--- config.mk ---
export PLATFORM = sky130hd
export DESIGN_NAME = bmrf_stack
export DESIGN_NICKNAME = d
export VERILOG_FILES = /design/src/rtl/core/bmrf_pkg.sv /design/src/rtl/core/bmrf_cell.sv /design/src/rtl/core/bmrf_stack.sv
export SDC_FILE = /design/constraint.sdc
export NUM_CORES = 2
export LEC_CHECK = 0
export BUFFER_PORTS_ARGS = -buffer_cell sky130_fd_sc_hd__buf_2
export CAP_MARGIN = 5
export CORE_ASPECT_RATIO = 0.9
export CORE_MARGIN = 3
export CORE_UTILIZATION = 56
export CTS_CLUSTER_DIAMETER = 40
export DETAILED_ROUTE_END_ITERATION = 12
export PLACE_DENSITY_LB_ADDON = 0.08
export SETUP_SLACK_MARGIN = 0.02
export SYNTH_ARGS = -nofsm -noshare
export SYNTH_HDL_FRONTEND = slang
export SYNTH_SLANG_ARGS = --single-unit
export TNS_END_PERCENT = 30
--- constraint.sdc ---
create_clock -name clock -period 57.9 [get_ports clock]
set_clock_uncertainty 0.05 [all_clocks]
set_input_delay 0 -clock clock [delete_from_list [all_inputs] [get_ports clock]]
set_output_delay 0 -clock clock [all_outputs]
set_load 0.005 [all_outputs]
--- src/rtl/core/bmrf_pkg.sv ---
`default_nettype none
// ----------------------------------------------------------------------------
// bmrf_pkg
// Shared constants, record types and stack control for the bracket matching
// run folding compiler.
// ----------------------------------------------------------------------------
package bmrf_pkg;

   localparam int MAX_PROGRAM = 65536;
   localparam int MAX_NESTING = 256;
   localparam int MAX_RESULTS = 4;
   localparam int FOLD_MAX    = 65536;

   localparam int NP_W      = $clog2(MAX_PROGRAM + 1);
   localparam int FILL_W    = $clog2(MAX_NESTING + 1);
   localparam int ENTRY_W   = NP_W;
   localparam int POS_W     = 16;
   localparam int OPERAND_W = 17;
   localparam int AMOUNT_W  = 17;
   localparam int CNT_W     = $clog2(MAX_RESULTS + 1);
   localparam int IDX_W     = $clog2(MAX_RESULTS);

   localparam logic [7:0] CH_PLUS  = 8'h2B;
   localparam logic [7:0] CH_MINUS = 8'h2D;
   localparam logic [7:0] CH_RIGHT = 8'h3E;
   localparam logic [7:0] CH_LEFT  = 8'h3C;
   localparam logic [7:0] CH_OPEN  = 8'h5B;
   localparam logic [7:0] CH_CLOSE = 8'h5D;
   localparam logic [7:0] CH_OUT   = 8'h2E;
   localparam logic [7:0] CH_IN    = 8'h2C;

   typedef enum logic [1:0] {
      KIND_INSTR,
      KIND_PATCH,
      KIND_DONE,
      KIND_ERROR
   } kind_type;

   typedef enum logic [2:0] {
      OP_ADD,
      OP_SUB,
      OP_RIGHT,
      OP_LEFT,
      OP_LOOP_START,
      OP_LOOP_END,
      OP_INPUT,
      OP_OUTPUT
   } opcode_type;

   typedef enum logic [2:0] {
      ERR_NONE,
      ERR_UNMATCHED_CLOSE,
      ERR_UNCLOSED_OPEN,
      ERR_TOO_DEEP,
      ERR_TOO_LONG
   } error_type;

   typedef struct packed {
      kind_type               kind;
      logic [POS_W-1:0]       position;
      opcode_type             opcode;
      logic [OPERAND_W-1:0]   operand;
      error_type              error_code;
   } rec_type;

   typedef struct packed {
      rec_type [MAX_RESULTS-1:0] recs;
      logic [CNT_W-1:0]          count;
   } bundle_type;

   typedef struct packed {
      logic               push;
      logic               pop;
      logic [ENTRY_W-1:0] push_val;
   } stack_ctl_type;

endpackage
`default_nettype wire

--- src/rtl/core/bmrf_cell.sv ---
`default_nettype none
// ----------------------------------------------------------------------------
// bmrf_cell
// One entry of the shifting open-bracket stack: takes the entry above on a
// push, the entry below on a pop, holds otherwise.
// ----------------------------------------------------------------------------
module bmrf_cell
   import bmrf_pkg::*;
(
   input  wire logic               clock,
   input  wire logic               push,
   input  wire logic               pop,
   input  wire logic [ENTRY_W-1:0] above_value,
   input  wire logic [ENTRY_W-1:0] below_value,
   output logic      [ENTRY_W-1:0] entry_value
);

   logic [ENTRY_W-1:0] entry_ff;
   logic [ENTRY_W-1:0] entry_in;

   always_comb begin
      entry_in = entry_ff;
      if (push) begin
         entry_in = above_value;
      end else if (pop) begin
         entry_in = below_value;
      end
   end

   always_ff @(posedge clock) begin
      entry_ff <= entry_in;
   end

   assign entry_value = entry_ff;

endmodule
`default_nettype wire

--- src/rtl/core/bmrf_stack.sv ---
`default_nettype none
// ----------------------------------------------------------------------------
// bmrf_stack
// Chain of stack cells; cell 0 is the top. Push shifts the chain down,
// pop shifts it up.
// ----------------------------------------------------------------------------
module bmrf_stack
   import bmrf_pkg::*;
(
   input  wire logic          clock,
   input  wire stack_ctl_type ctl,
   output logic [ENTRY_W-1:0] top_value
);

   logic [ENTRY_W-1:0] cell_value [MAX_NESTING];

   for (genvar i = 0; i < MAX_NESTING; i++) begin : g_cell
      logic [ENTRY_W-1:0] above;
      logic [ENTRY_W-1:0] below;

      if (i == 0) begin : g_top
         assign above = ctl.push_val;
      end else begin : g_mid
         assign above = cell_value[i-1];
      end

      if (i == MAX_NESTING - 1) begin : g_bottom
         assign below = cell_value[i];
      end else begin : g_inner
         assign below = cell_value[i+1];
      end

      bmrf_cell u_cell (
         .clock       (clock),
         .push        (ctl.push),
         .pop         (ctl.pop),
         .above_value (above),
         .below_value (below),
         .entry_value (cell_value[i])
      );
   end

   assign top_value = cell_value[0];

endmodule
`default_nettype wire

**Word level (Yosys, flattened, before mapping)**

Cells that the tools add are included.

- Register bits after elaboration: 4,352
- Output and inout port bits: 17
- Word-level logic and storage cells: 767

- Mux-type cells: 510
- Reductions and logical operators: 1

Operator list:

| cell | count |
|---|---|
| $mux W17 | 510 |
| $reduce_bool A2 Y1 | 1 |

**Longest topological paths before layout**

- Depth in word-level cells: 2
- Mapped depth: 5

**Modules after synthesis**

A second synthesis with hierarchy kept.

- Cell total of the unflattened synthesis: 9,472
- Area, all modules: 197,949.8 µm²

Modules (own cells, without submodules):

| module | instances | cells an instance | area each (µm²) | sequential area each (µm²) |
|---|---|---|---|---|
| bmrf_cell | 256 | 37 | 773.2 | 510.5 |

**Worst setup path after synthesis**

OpenSTA, ideal clock, no wires.

- Path kind: input port to flip-flop
- Start point: in ctl[18] (netlist name)
- End point: reg g_cell[0].u_cell.entry_ff[0], enable pin
- Library setup time: 2.996 ns
- Data arrival time: 51.467 ns
- Required time: 54.854 ns
- Path slack: 3.387 ns
- Cell stages on the path: 5
- Path buffers: 4
- Cell sequence: buf_6 buf_2 buf_6 buf_6 or2_2

- Word-level cells in the longest chain between the ends: 1

RTL lines:

| what | line | text |
|---|---|---|
| from (decl) | bmrf_stack.sv:11 | `input wire stack_ctl_type ctl,` |
| $reduce_bool A2 Y1 (no line) | - |  |
| to (signal assigned) | bmrf_cell.sv:31 | `entry_ff <= entry_in;` |
| to (decl) | bmrf_cell.sv:18 | `logic [ENTRY_W-1:0] entry_ff;` |

Every way passes these cells.
A chain may end at the register's enable or synchronous reset.

**Worst setup path in the final report**

- Start point: in ctl[18] (netlist name)
- End point: reg g_cell[33].u_cell.entry_ff[11], enable pin

- Word-level cells in the longest chain between the ends: 1

RTL lines:

| what | line |
|---|---|
| $reduce_bool A2 Y1 (no line) | - |
| to (signal assigned) | bmrf_cell.sv:31 |
| to (decl) | bmrf_cell.sv:18 |

Every way passes these cells.

==> results.txt <==
Total gr overflow: 0
Worst slack at placement: 49.81 ns
Drt first pass iters: 5
Tot GR Track Use: 14.09%
Crit end category: flip-flop
CP Max Fanout: 197
Core area: 327400 um2
Maximum root-to-sink buffer count: 4
Reg2reg setup slack: 56.80 ns
Kind of cell adding the most delay to the critical path: buffers and inverters
Mean Syn Cell Area: 20.15 um2
Final setup viols: 0
Final min period: 7.504 ns
Synthesized area: 184700 um2
Total negative slack: 0 ns
Clock slew at reported path FFs: 0.05 ns
DRT Wirelength: 244400 um
RD Place Congestion: 0.6849
Post-CTS Setup Repair Bufs: 0
PwrDens: 42.48 nW/um2
Largest register FFs: 4352
First-pass GRT wire length: 411000 um
Initial antenna violation count: 1
Rows: 199
CP cell instances: dlygate4sd3_1 -> buf_12 -> or2_4 -> buf_12 -> buf_4 -> buf_4 -> buf_12 -> buf_12 -> buf_4 -> buf_4
NetSw: 1824 uW
Vias in the first global route: 81841
Cts hold-fix bufs: 36
Nets: 9427
Hold Path Origin: ctl[18]
DRC errors left: 0
Worst Hold Class: in -> reg
Share of layout cells above drive strength 1: 54.16%
#FFs+latches synth: 4352
Max_cap viols: 0
Status: finished clean
WHS Endpoint: g_cell[139].u_cell.entry_value[0]
Max incr delay on CP: 0.90 ns
Setup CP Type: in -> reg
Combinational Power Share: 8.6%
Final period util: 12.96%
CTS tree: done
Sink Count: 4352
Clock latency on the worst-skew pair: 0.97 ns
Synth unique cells: 5
Syn. warnings: 0
Via density: 5.498
Area delta synth->final: 11.08%
Initial DRC count: 5471
Reg-to-reg endpoint: g_cell[0].u_cell.entry_value[13]
CTS H-tree depth: 6
Avg WL per Cell: 17.25 um
Largest net degree at the start of global routing: 235
Switching share of power: 20.93%
Maximum VDD drop: 0.00002795 V
F_max: 0.1333 GHz
Crit path from: ctl[18]
RSZ-0062 raised after global routing: false
Slowest CP cell: buf_4
Width of the chip: 611.4 um
CTS resizes: 0
Required @ worst endpoint: 58.41 ns
Flop pwr share: 51.7%
Internal: 6893 uW
Count of final max-slew check failures: 0
Clock share of power: 39.7%
Initial Util: 56.42%
Flip-flop and latch area: 130700 um2
Reg2reg start: g_cell[1].u_cell.entry_value[13]
Critical Path Start Type: primary input
DRT antenna net count: 0
Leak: 0.07162 uW
Final setup margin: 50.40 ns
Die H: 550.9 um
CTS root buffer: clkbuf_16
Relative slew slack: 2.742%
R2R depth: 1
Slew @ Worst Pin: 1.459 ns
Syn_nets: 9190
PortBufs: 36
Ports: 37
Final Hold Violating Endpoints: 0
Filler cells: 22468
Die Area: 336800 um2
WHS Path Cells: 3
Register area share after synthesis: 70.74%
Post-Syn Instances: 9170
Area of the multi-input gates: 48820 um2
Crit path DAT: 8.02 ns
CP Buf/Inv Count: 9
Vias post-DR: 77902
Num CTS Buffers: 556
DP Wirelength: 131100 um
==> final cells by class <==
cell class                 instances  area share (%)
antenna                            1        0.001219
timing repair buffer             161          0.6817
clock buffer                     644           7.200
clock inverter                   354           2.006
sequential                      4352           63.68
tap                             4321           2.635
multi-input combinational       4336           23.79
==> power groups by stage <==
stage	registers, uW	clock network [uW]	logic [uW]
floorplan	4750	0	682
global placement	4550	0	702
detailed placement	4580	0	752
CTS	4520	3580	760
global route	4590	3710	821
finish	4510	3460	748
==> tightest hold or removal path: cells and delay by family <==
family | cells | cell delay [ns]
mux | 1 | 0.31
buf+inv | 2 | 0.84
==> Yosys cell counts (all sizes together) <==
library cell	n	share of area, %
mux2	4335	26
buf	482	2.8
edfxtp	4352	71
or2	1	0.0034
==> layout by cell type (no fill, tap or decap), drive strengths merged <==
master and instances:
buf 125, bufinv 76, clkbuf 644, clkinv 178, clkinvlp 50, diode 1
dlygate4sd3 36, edfxtp 4352, inv 50, mux2 4335, or2 1
==> logic make-up (layout without fill, tap and decap cells) <==
| logic type | count (synthesis) | after routing | synth area share, % |
|---|---|---|---|
| buffers and inverters | 482 | 1159 | 2.830 |
| DFF | 4352 | 4352 | 70.74 |
| muxes | 4335 | 4335 | 26.42 |
| other | 0 | 1 | 0 |
| and+or+nand+nor | 1 | 1 | 0.003389 |
==> worst max-delay path by stage <==
stage / end / slack [ns] / cells past startpoint
after floorplan: g_cell[0].u_cell.entry_value[0] / 3.39 / 5
after global placement: g_cell[84].u_cell.entry_value[15] / 50.22 / 9
after detailed placement: g_cell[100].u_cell.entry_value[15] / 49.81 / 9
after CTS: g_cell[105].u_cell.entry_value[15] / 50.35 / 10
after global routing: g_cell[33].u_cell.entry_value[11] / 49.72 / 10
final: g_cell[33].u_cell.entry_value[11] / 50.40 / 10
==> layer usage <==
layer	track usage, %	vias to the layer above	part of all wire [%]
met1	20.35	39323	48
met3	2.476	463	3.4
met4	4.477	0	2.4
li1	-	37255	-
met5	0	-	0
met2	21.94	861	47
==> through the flow <==
stage	area (um2)	hold slack [ns]	total power, uW	cells	utilization [%]
global route	205200	0.2609	9126	14169	62.67
detailed placement	186000	0.2558	5331	13134	56.79
CTS	205200	0.2017	8860	14168	62.67
global placement	186000	0.2544	5250	13134	56.79
floorplan	184700	0.06250	5434	9170	-
finish	205200	0.2563	8718	14169	62.67
No activity file was read; power rests on OpenSTA's default activity.
