## src/rtl/core/bmrf_pkg.sv

```systemverilog
`default_nettype none
// ----------------------------------------------------------------------------
// bmrf_pkg
// Shared constants, record types and stack control for the bracket matching
// run folding compiler.
// ----------------------------------------------------------------------------
package bmrf_pkg;

   localparam int MAX_PROGRAM = 65536;
   localparam int MAX_NESTING = 256;
   localparam int MAX_RESULTS = 4;
   localparam int FOLD_MAX    = 65536;

   localparam int NP_W      = $clog2(MAX_PROGRAM + 1);
   localparam int FILL_W    = $clog2(MAX_NESTING + 1);
   localparam int ENTRY_W   = NP_W;
   localparam int POS_W     = 16;
   localparam int OPERAND_W = 17;
   localparam int AMOUNT_W  = 17;
   localparam int CNT_W     = $clog2(MAX_RESULTS + 1);
   localparam int IDX_W     = $clog2(MAX_RESULTS);

   localparam logic [7:0] CH_PLUS  = 8'h2B;
   localparam logic [7:0] CH_MINUS = 8'h2D;
   localparam logic [7:0] CH_RIGHT = 8'h3E;
   localparam logic [7:0] CH_LEFT  = 8'h3C;
   localparam logic [7:0] CH_OPEN  = 8'h5B;
   localparam logic [7:0] CH_CLOSE = 8'h5D;
   localparam logic [7:0] CH_OUT   = 8'h2E;
   localparam logic [7:0] CH_IN    = 8'h2C;

   typedef enum logic [1:0] {
      KIND_INSTR,
      KIND_PATCH,
      KIND_DONE,
      KIND_ERROR
   } kind_type;

   typedef enum logic [2:0] {
      OP_ADD,
      OP_SUB,
      OP_RIGHT,
      OP_LEFT,
      OP_LOOP_START,
      OP_LOOP_END,
      OP_INPUT,
      OP_OUTPUT
   } opcode_type;

   typedef enum logic [2:0] {
      ERR_NONE,
      ERR_UNMATCHED_CLOSE,
      ERR_UNCLOSED_OPEN,
      ERR_TOO_DEEP,
      ERR_TOO_LONG
   } error_type;

   typedef struct packed {
      kind_type               kind;
      logic [POS_W-1:0]       position;
      opcode_type             opcode;
      logic [OPERAND_W-1:0]   operand;
      error_type              error_code;
   } rec_type;

   typedef struct packed {
      rec_type [MAX_RESULTS-1:0] recs;
      logic [CNT_W-1:0]          count;
   } bundle_type;

   typedef struct packed {
      logic               push;
      logic               pop;
      logic [ENTRY_W-1:0] push_val;
   } stack_ctl_type;

endpackage
`default_nettype wire

```

## src/rtl/core/bmrf_outq.sv

```systemverilog
`default_nettype none
// ----------------------------------------------------------------------------
// bmrf_outq
// Two-bundle output queue: a head bundle drained one record per transfer,
// and a skid bundle that lets the next byte in while the head drains.
// ----------------------------------------------------------------------------
module bmrf_outq
   import bmrf_pkg::*;
(
   input  wire logic       clock,
   input  wire logic       reset,
   input  wire logic       in_valid,
   input  wire bundle_type in_bundle,
   output logic            in_ready,
   output logic            rsp_valid,
   input  wire logic       rsp_ready,
   output rec_type         rsp_rec,
   output logic            rsp_last_result
);

   logic             head_valid_ff, head_valid_in;
   bundle_type       head_ff, head_in;
   logic [IDX_W-1:0] idx_ff, idx_in;
   logic             skid_valid_ff, skid_valid_in;
   bundle_type       skid_ff, skid_in;
   logic             fire;
   logic             head_done;

   assign in_ready        = !skid_valid_ff;
   assign rsp_valid       = head_valid_ff;
   assign rsp_rec         = head_ff.recs[idx_ff];
   assign rsp_last_result = (idx_ff == IDX_W'(head_ff.count - CNT_W'(1)));
   assign fire            = head_valid_ff && rsp_ready;
   assign head_done       = fire && rsp_last_result;

   always_comb begin
      head_valid_in = head_valid_ff;
      head_in       = head_ff;
      idx_in        = idx_ff;
      skid_valid_in = skid_valid_ff;
      skid_in       = skid_ff;

      if (head_done || !head_valid_ff) begin
         idx_in = '0;
         if (skid_valid_ff) begin
            head_valid_in = 1'b1;
            head_in       = skid_ff;
            skid_valid_in = 1'b0;
         end else if (in_valid) begin
            head_valid_in = 1'b1;
            head_in       = in_bundle;
         end else begin
            head_valid_in = 1'b0;
         end
      end else begin
         if (fire) begin
            idx_in = idx_ff + IDX_W'(1);
         end
         if (in_valid) begin
            skid_valid_in = 1'b1;
            skid_in       = in_bundle;
         end
      end
   end

   always_ff @(posedge clock) begin
      if (reset) begin
         head_valid_ff <= 1'b0;
         skid_valid_ff <= 1'b0;
         idx_ff        <= '0;
      end else begin
         head_valid_ff <= head_valid_in;
         skid_valid_ff <= skid_valid_in;
         idx_ff        <= idx_in;
      end
      head_ff <= head_in;
      skid_ff <= skid_in;
   end

   a_skid_needs_head: assert property (@(posedge clock) disable iff (reset)
      skid_valid_ff |-> head_valid_ff)
      else $error("skid bundle held with empty head");

   a_head_nonempty: assert property (@(posedge clock) disable iff (reset)
      head_valid_ff |-> (head_ff.count != '0))
      else $error("empty bundle in head");

   a_idx_in_range: assert property (@(posedge clock) disable iff (reset)
      head_valid_ff |-> (CNT_W'(idx_ff) < head_ff.count))
      else $error("record index past bundle count");

   a_last_frees_head: assert property (@(posedge clock) disable iff (reset)
      (head_valid_ff && rsp_ready && rsp_last_result && !skid_valid_ff && !in_valid)
      |=> !head_valid_ff)
      else $error("head not freed after its last record");

endmodule
`default_nettype wire

```

## config.mk

```make
export PLATFORM = sky130hd
export DESIGN_NAME = bmrf_outq
export DESIGN_NICKNAME = d
export VERILOG_FILES = /design/src/rtl/core/bmrf_pkg.sv /design/src/rtl/core/bmrf_outq.sv
export SDC_FILE = /design/constraint.sdc
export NUM_CORES = 1
export LEC_CHECK = 0
export ABC_AREA = 1
export CORE_MARGIN = 3
export CORE_UTILIZATION = 55
export CTS_BUF_LIST = sky130_fd_sc_hd__clkbuf_4 sky130_fd_sc_hd__clkbuf_8
export CTS_CLUSTER_SIZE = 20
export DETAILED_ROUTE_END_ITERATION = 10
export DONT_BUFFER_PORTS = 1
export PLACE_DENSITY = 0.71
export SLEW_MARGIN = 10
export SYNTH_ARGS = -nofsm -noshare
export SYNTH_HDL_FRONTEND = slang
export SYNTH_SLANG_ARGS = --single-unit
```

## constraint.sdc

```tcl
create_clock -name clock -period 12.6 [get_ports clock]
set_clock_uncertainty 0.2 [all_clocks]
set_input_delay 0.63 -clock clock [delete_from_list [all_inputs] [get_ports clock]]
set_output_delay 0.63 -clock clock [all_outputs]
set_load 0.005 [all_outputs]
```

---- After elaboration in Yosys (flattened, before gate mapping) ----
Index checks and enable logic that the tools add are counted.
storage, ports and cells
  flip-flop bits (word level) ............. 337
  input port bits ......................... 171
  output and inout port bits .............. 44
operators by class
  add/subtract/negate cells ............... 2
  order comparisons ....................... 1
  equality and inequality tests ........... 1
  multiplexer cells ....................... 6
  bitwise logic cells ..................... 1
  reduce and logical (&&, ||, !) cells .... 9
operators by type and width
  kind                   count
  $mux W167              2
  $bmux W41 S2           1
  $mux W41               1
  $reduce_and A2 Y1      2
  $lt A2 B3 Y1 const B   1
  $add A2 B1 Y2 const B  1
  $eq A2 B2 Y1           1
  $logic_and A1 B1 Y1    2
  $logic_not A1 Y1       2
  $mux W1                2
  $reduce_bool A2 Y1     1
  $reduce_or A2 Y1       1
  $sub A2 B1 Y2 const B  1
  $logic_or A1 B1 Y1     1
  $not A1 Y1             1

---- Depth between registers and ports, before layout ----
  depth in word-level cells ............... 6
  depth in mapped cells ................... 8
  depth with buffers taken out ............ 7

---- Worst setup path after synthesis ----
Ideal clock, no wire load.
  kind .................................... register to register
  from .................................... reg idx_ff[0]
  to ...................................... reg head_ff[0] (netlist bit), enable pin
  library setup time ...................... 0.747 ns
  data arrival time ....................... 8.838 ns
  required time ........................... 11.653 ns
  setup slack ............................. 2.815 ns
  cell stages (with the launch flop) ...... 8
  path buffers ............................ 1
  path through ............................ dfxtp_1 -> buf_6 -> inv_2 -> nor2_1 -> nand3_1 -> nand2_1 -> nand2_2 -> a21oi_1
on the way
  longest elaborated chain between the ends .. 4
ends and longest elaborated chain
  element                      line             text
  from (decl)                  bmrf_outq.sv:23  logic [IDX_W-1:0] idx_ff, idx_in;
  from (signal assigned)       bmrf_outq.sv:74  idx_ff <= idx_in;
  $eq A2 B2 Y1                 bmrf_outq.sv:32  assign rsp_last_result = (idx_ff == IDX_W'(head_ff.count - CNT_W'(1)));
  via rsp_last_result          bmrf_outq.sv:18  output logic rsp_last_result
  $logic_and A1 B1 Y1          bmrf_outq.sv:34  assign head_done = fire && rsp_last_result;
  $logic_or A1 B1 Y1           bmrf_outq.sv:43  if (head_done || !head_valid_ff) begin
  $reduce_and A2 Y1 (no line)  --
  to (signal assigned)         bmrf_outq.sv:76  head_ff <= head_in;
  to (decl)                    bmrf_outq.sv:22  bundle_type head_ff, head_in;
The timed path passes the listed nets, and every way through them passes these cells.
A chain may end at the register's enable or synchronous reset.

---- Final worst setup path ----
  from .................................... reg idx_ff[0]
  to ...................................... reg skid_ff[14] (netlist bit), enable pin
on the way
  longest elaborated chain between the ends .. 5
ends and longest elaborated chain
  element                      line             text
  $eq A2 B2 Y1                 bmrf_outq.sv:32
  via rsp_last_result          bmrf_outq.sv:18
  $logic_and A1 B1 Y1          bmrf_outq.sv:34
  $logic_or A1 B1 Y1           bmrf_outq.sv:43
  $not A1 Y1 (no line)         --
  $reduce_and A2 Y1 (no line)  --
  to (signal assigned)         bmrf_outq.sv:77  skid_ff <= skid_in;
  to (decl)                    bmrf_outq.sv:25  bundle_type skid_ff, skid_in;
The timed path passes the listed nets, and every way through them passes these cells.

==> out/summary.md <==
The run finished with clean final reports. The highest fanout seen on the critical path was 85. The combinational cell fraction of total power came out at 7.7%. The run gives 0 as the max capacitance violation total. The startpoint identified for the worst hold timing path is in_bundle[103].

After the last flow step, the layout net total stands at 1473. Along the worst hold path, the cell count comes to 2. For the final count of pins violating max slew, the log shows 0. The analysis attributes to net switching a power of 550.6 uW. Data on the critical path is required at its endpoint by 12.58 ns.

After layout, the worst setup slack is 8.425 ns. The final design utilization is 68.36%. The tools report the yosys synthesis warning count as 0. In this run the tightest slew margin relative to its limit is 22.84%.

Share of the clock period used by the worst path after layout: 33.14%. After technology mapping, the gate count stands at 1133. The transition time at the pin with the least slew margin was 1.157 ns. The tools report the type of origin of the critical path as a register.

The internal portion of the total power is 1867 uW. The number of buffers inserted during clock tree synthesis is 54. In the layout the commonest cells are 507 x sky130_fd_sc_hd__nand2_1, 332 x sky130_fd_sc_hd__edfxtp_1, 167 x sky130_fd_sc_hd__dlygate4sd3_1. Entering global routing, the biggest net connects 91 pins. The first routing iteration left 765 violations. The run gives 8.42 ns as the reg-to-reg setup timing slack. Setup repair after global routing left no endpoint under its margin. The initial antenna violation count was 1. The chip width was 161.9 um; the path depth of the worst reg2reg path was 6.

The floorplan step defined a die boundary enclosing 26200 um^2. The setup slack after placement came out at 8.335 ns. The via count of the first global-routing pass is 9188.

The tightest min-delay check is of the in -> reg type. Worst hold path endpoint: head_ff[103]. For the number of DRC violations after detailed routing, the log shows 0. The total count of hold-check failures in the final report came out at 0. Static timing analysis puts the maximum clock frequency at 239.5 MHz. The half-perimeter wire length after detailed placement was 15730 um. The run gives 0.1141 mV as the maximum resistive drop on vdd.

Global routing used 23.60% of the available tracks. The average instance in the mapped netlist occupies 11.79 um^2. In the global route stage, met3 resource usage came out at 6.274%. The run gives 31090 um as the total wire length after detailed routing. The layer flagged by global routing as most heavily used is met2. The endpoint arrival time on the critical path is 4.15 ns. In this run the critical register-to-register path is launched from idx_ff[0].

Counting distinct cell types in the post-synthesis netlist gives 19. The run gives 39.24% as the met2 track utilization from global routing. End of the worst register-to-register path: skid_ff[14]. TritonCTS built the clock tree.

For this run, the register share of the synthesized area comes to 75.22%. For the clock sink count, the log shows 336. The maximum root-to-sink buffer count was 3; the final setup TNS was 0 ns.

The logs give 56.41% for the starting density of the core and 0 for the number of nets with antenna violations after routing. In this run, the clock network consumes 35.8% of the power. The synthesized design devotes to its leading area cell type 74.62% of total area. Vertical extent of the die: 161.9 um. Per-cell routed wire length: 18.74 um. In this run the power density over the cells is 149.3 nW/um^2. The number of cell rows came out at 56. Clock transition at the registers of the reported paths: 0.07 ns. The tools report the final count of negative-setup-slack endpoints as 0. Net switching is 22.78% of the power. Post-synthesis cell type with the largest combined area: sky130_fd_sc_hd__edfxtp_1.

The tools report the insertion delay to the later sink of the worst-skew pair as 0.57 ns. Dividing the detail-routed via count by the number of cells gives 5.352. The congestion estimate from routability-driven global placement came to 0.7327. For this run the aggregate overflow at the end of global routing stands at 0.

Yosys attributes the largest share of cell area to sky130_fd_sc_hd__edfxtp_1 75%, sky130_fd_sc_hd__nand2_1 14%, sky130_fd_sc_hd__nor2_1 2.5%. The H-tree depth is 2. Synthesis inferred 336 register bits. Summed over all cells, the static leakage comes to 0.006267 uW. The tools report the global-route wire length before repair as 48880 um. Buffers added to address setup during post-CTS repair amount to 0.

Type of the worst setup path: reg -> reg. The via count was 8879; the sequential power share was 56.5%. The tools report the iteration count of the initial detailed-routing pass as 5. Clock tree synthesis selected as its root buffer the cell sky130_fd_sc_hd__clkbuf_8. The minimum period implied by the final worst setup slack was 4.175 ns.

The layout cell share with drive strength beyond 1 came out at 7.543%. The core box area was 23680 um^2. Leaving out fill and tap cells, the most frequent cell in the layout is sky130_fd_sc_hd__nand2_1.

From synthesis to final layout, the design area changed by 21.18%. Counting every net in the synthesized netlist gives 1304. The number of top-level design ports is 215, and the port buffer count is 0. The met1 usage in global routing is 30.54%.

The synthesized netlist occupies a cell area of 13360 um^2. The worst setup path is captured at a register.
[cells in the mapped netlist]
library cell and n:
sky130_fd_sc_hd__nand2_1 507, sky130_fd_sc_hd__edfxtp_1 332, sky130_fd_sc_hd__nor2_1 88, sky130_fd_sc_hd__o21ai_0 53, sky130_fd_sc_hd__o22ai_1 41, sky130_fd_sc_hd__clkbuf_1 30, sky130_fd_sc_hd__o21ai_1 30, sky130_fd_sc_hd__buf_2 22
sky130_fd_sc_hd__buf_6 6, sky130_fd_sc_hd__buf_4 5, sky130_fd_sc_hd__dfxtp_1 4, sky130_fd_sc_hd__inv_1 4, sky130_fd_sc_hd__inv_2 3, sky130_fd_sc_hd__nand3_1 3, sky130_fd_sc_hd__a21oi_1 1, sky130_fd_sc_hd__and3_1 1
sky130_fd_sc_hd__nand2_2 1, sky130_fd_sc_hd__nand3_2 1, sky130_fd_sc_hd__xor2_1 1
[state kept, by name, summed over array words and instances, names as in the netlist]
| name | count |
|---|---|
| head_ff | 166 |
| idx_ff | 2 |
| rsp_valid | 1 |
| skid_ff | 166 |
| skid_valid_ff | 1 |
[repair_timing]
item                      CTS  global route
hold endpoints to repair  201             0
gates resized for setup     0             0
hold buffers              167             0
[area by class of cell]
| type | count | area (um^2) |
|---|---|---|
| well taps | 319 | 399.1 |
| diodes | 1 | 2.502 |
| inverters | 7 | 28.78 |
| fillers | 1668 | 7492 |
| flip-flops and latches | 336 | 10060 |
| repair buffers | 176 | 1739 |
| multi-input cells | 727 | 2973 |
| clock inverters | 18 | 88.84 |
| clock buffers | 75 | 900.9 |
[worst max-delay path by stage]
stage	cells past startpoint	start	end
after floorplan	7	idx_ff[0]	head_ff[0]
after global placement	6	idx_ff[0]	skid_ff[88]
after detailed placement	6	idx_ff[0]	skid_ff[100]
after CTS	6	idx_ff[0]	skid_ff[14]
after global routing	6	idx_ff[0]	skid_ff[14]
final	6	idx_ff[0]	skid_ff[14]
[layer usage]
| layer | part of all wire, % | vias to the layer above | wire, um |
|---|---|---|---|
| met1 | 39 | 4234 | 12090 |
| met5 | 0 | - | 0 |
| met4 | 2.6 | 0 | 799 |
| met3 | 8.9 | 65 | 2758 |
| li1 | - | 4230 | - |
| met2 | 50 | 350 | 15440 |
[critical path, cell delays in order, from the launching register on]
cell and delay, ns:
sky130_fd_sc_hd__dfxtp_4 1.00, sky130_fd_sc_hd__nor2_1 0.12, sky130_fd_sc_hd__nand3_1 0.11, sky130_fd_sc_hd__nand2_1 0.15, sky130_fd_sc_hd__nand2_2 0.16, sky130_fd_sc_hd__and3_4 0.97, sky130_fd_sc_hd__buf_4 0.98
[kinds of logic after synthesis]
| logic type | synth area share [%] |
|---|---|
| XOR/XNOR | 0.06557 |
| AO/OA/AOI/OAI | 5.066 |
| AND/OR/NAND/NOR | 17.00 |
| flip-flops | 75.22 |
| buffers and inverters | 2.650 |
[power groups by stage]
stage / Sequential [uW] / Combinational, uW / Clock (uW)
finish: 1370 / 186 / 865
CTS: 1370 / 187 / 885
global route: 1370 / 208 / 930
floorplan: 1400 / 109 / 0
global placement: 1390 / 137 / 0
detailed placement: 1390 / 141 / 0
[through the flow]
step,hold slack (ns),area (um^2),cells,total power [uW]
floorplan,0.2943,13360,1133,1507
global placement,0.2963,13530,1398,1522
detailed placement,0.2999,13530,1398,1529
CTS,0.0003143,16190,1658,2437
global route,0.01814,16190,1659,2512
finish,0.03719,16190,1659,2417
Note: power is estimated with default switching activity, not from simulation.
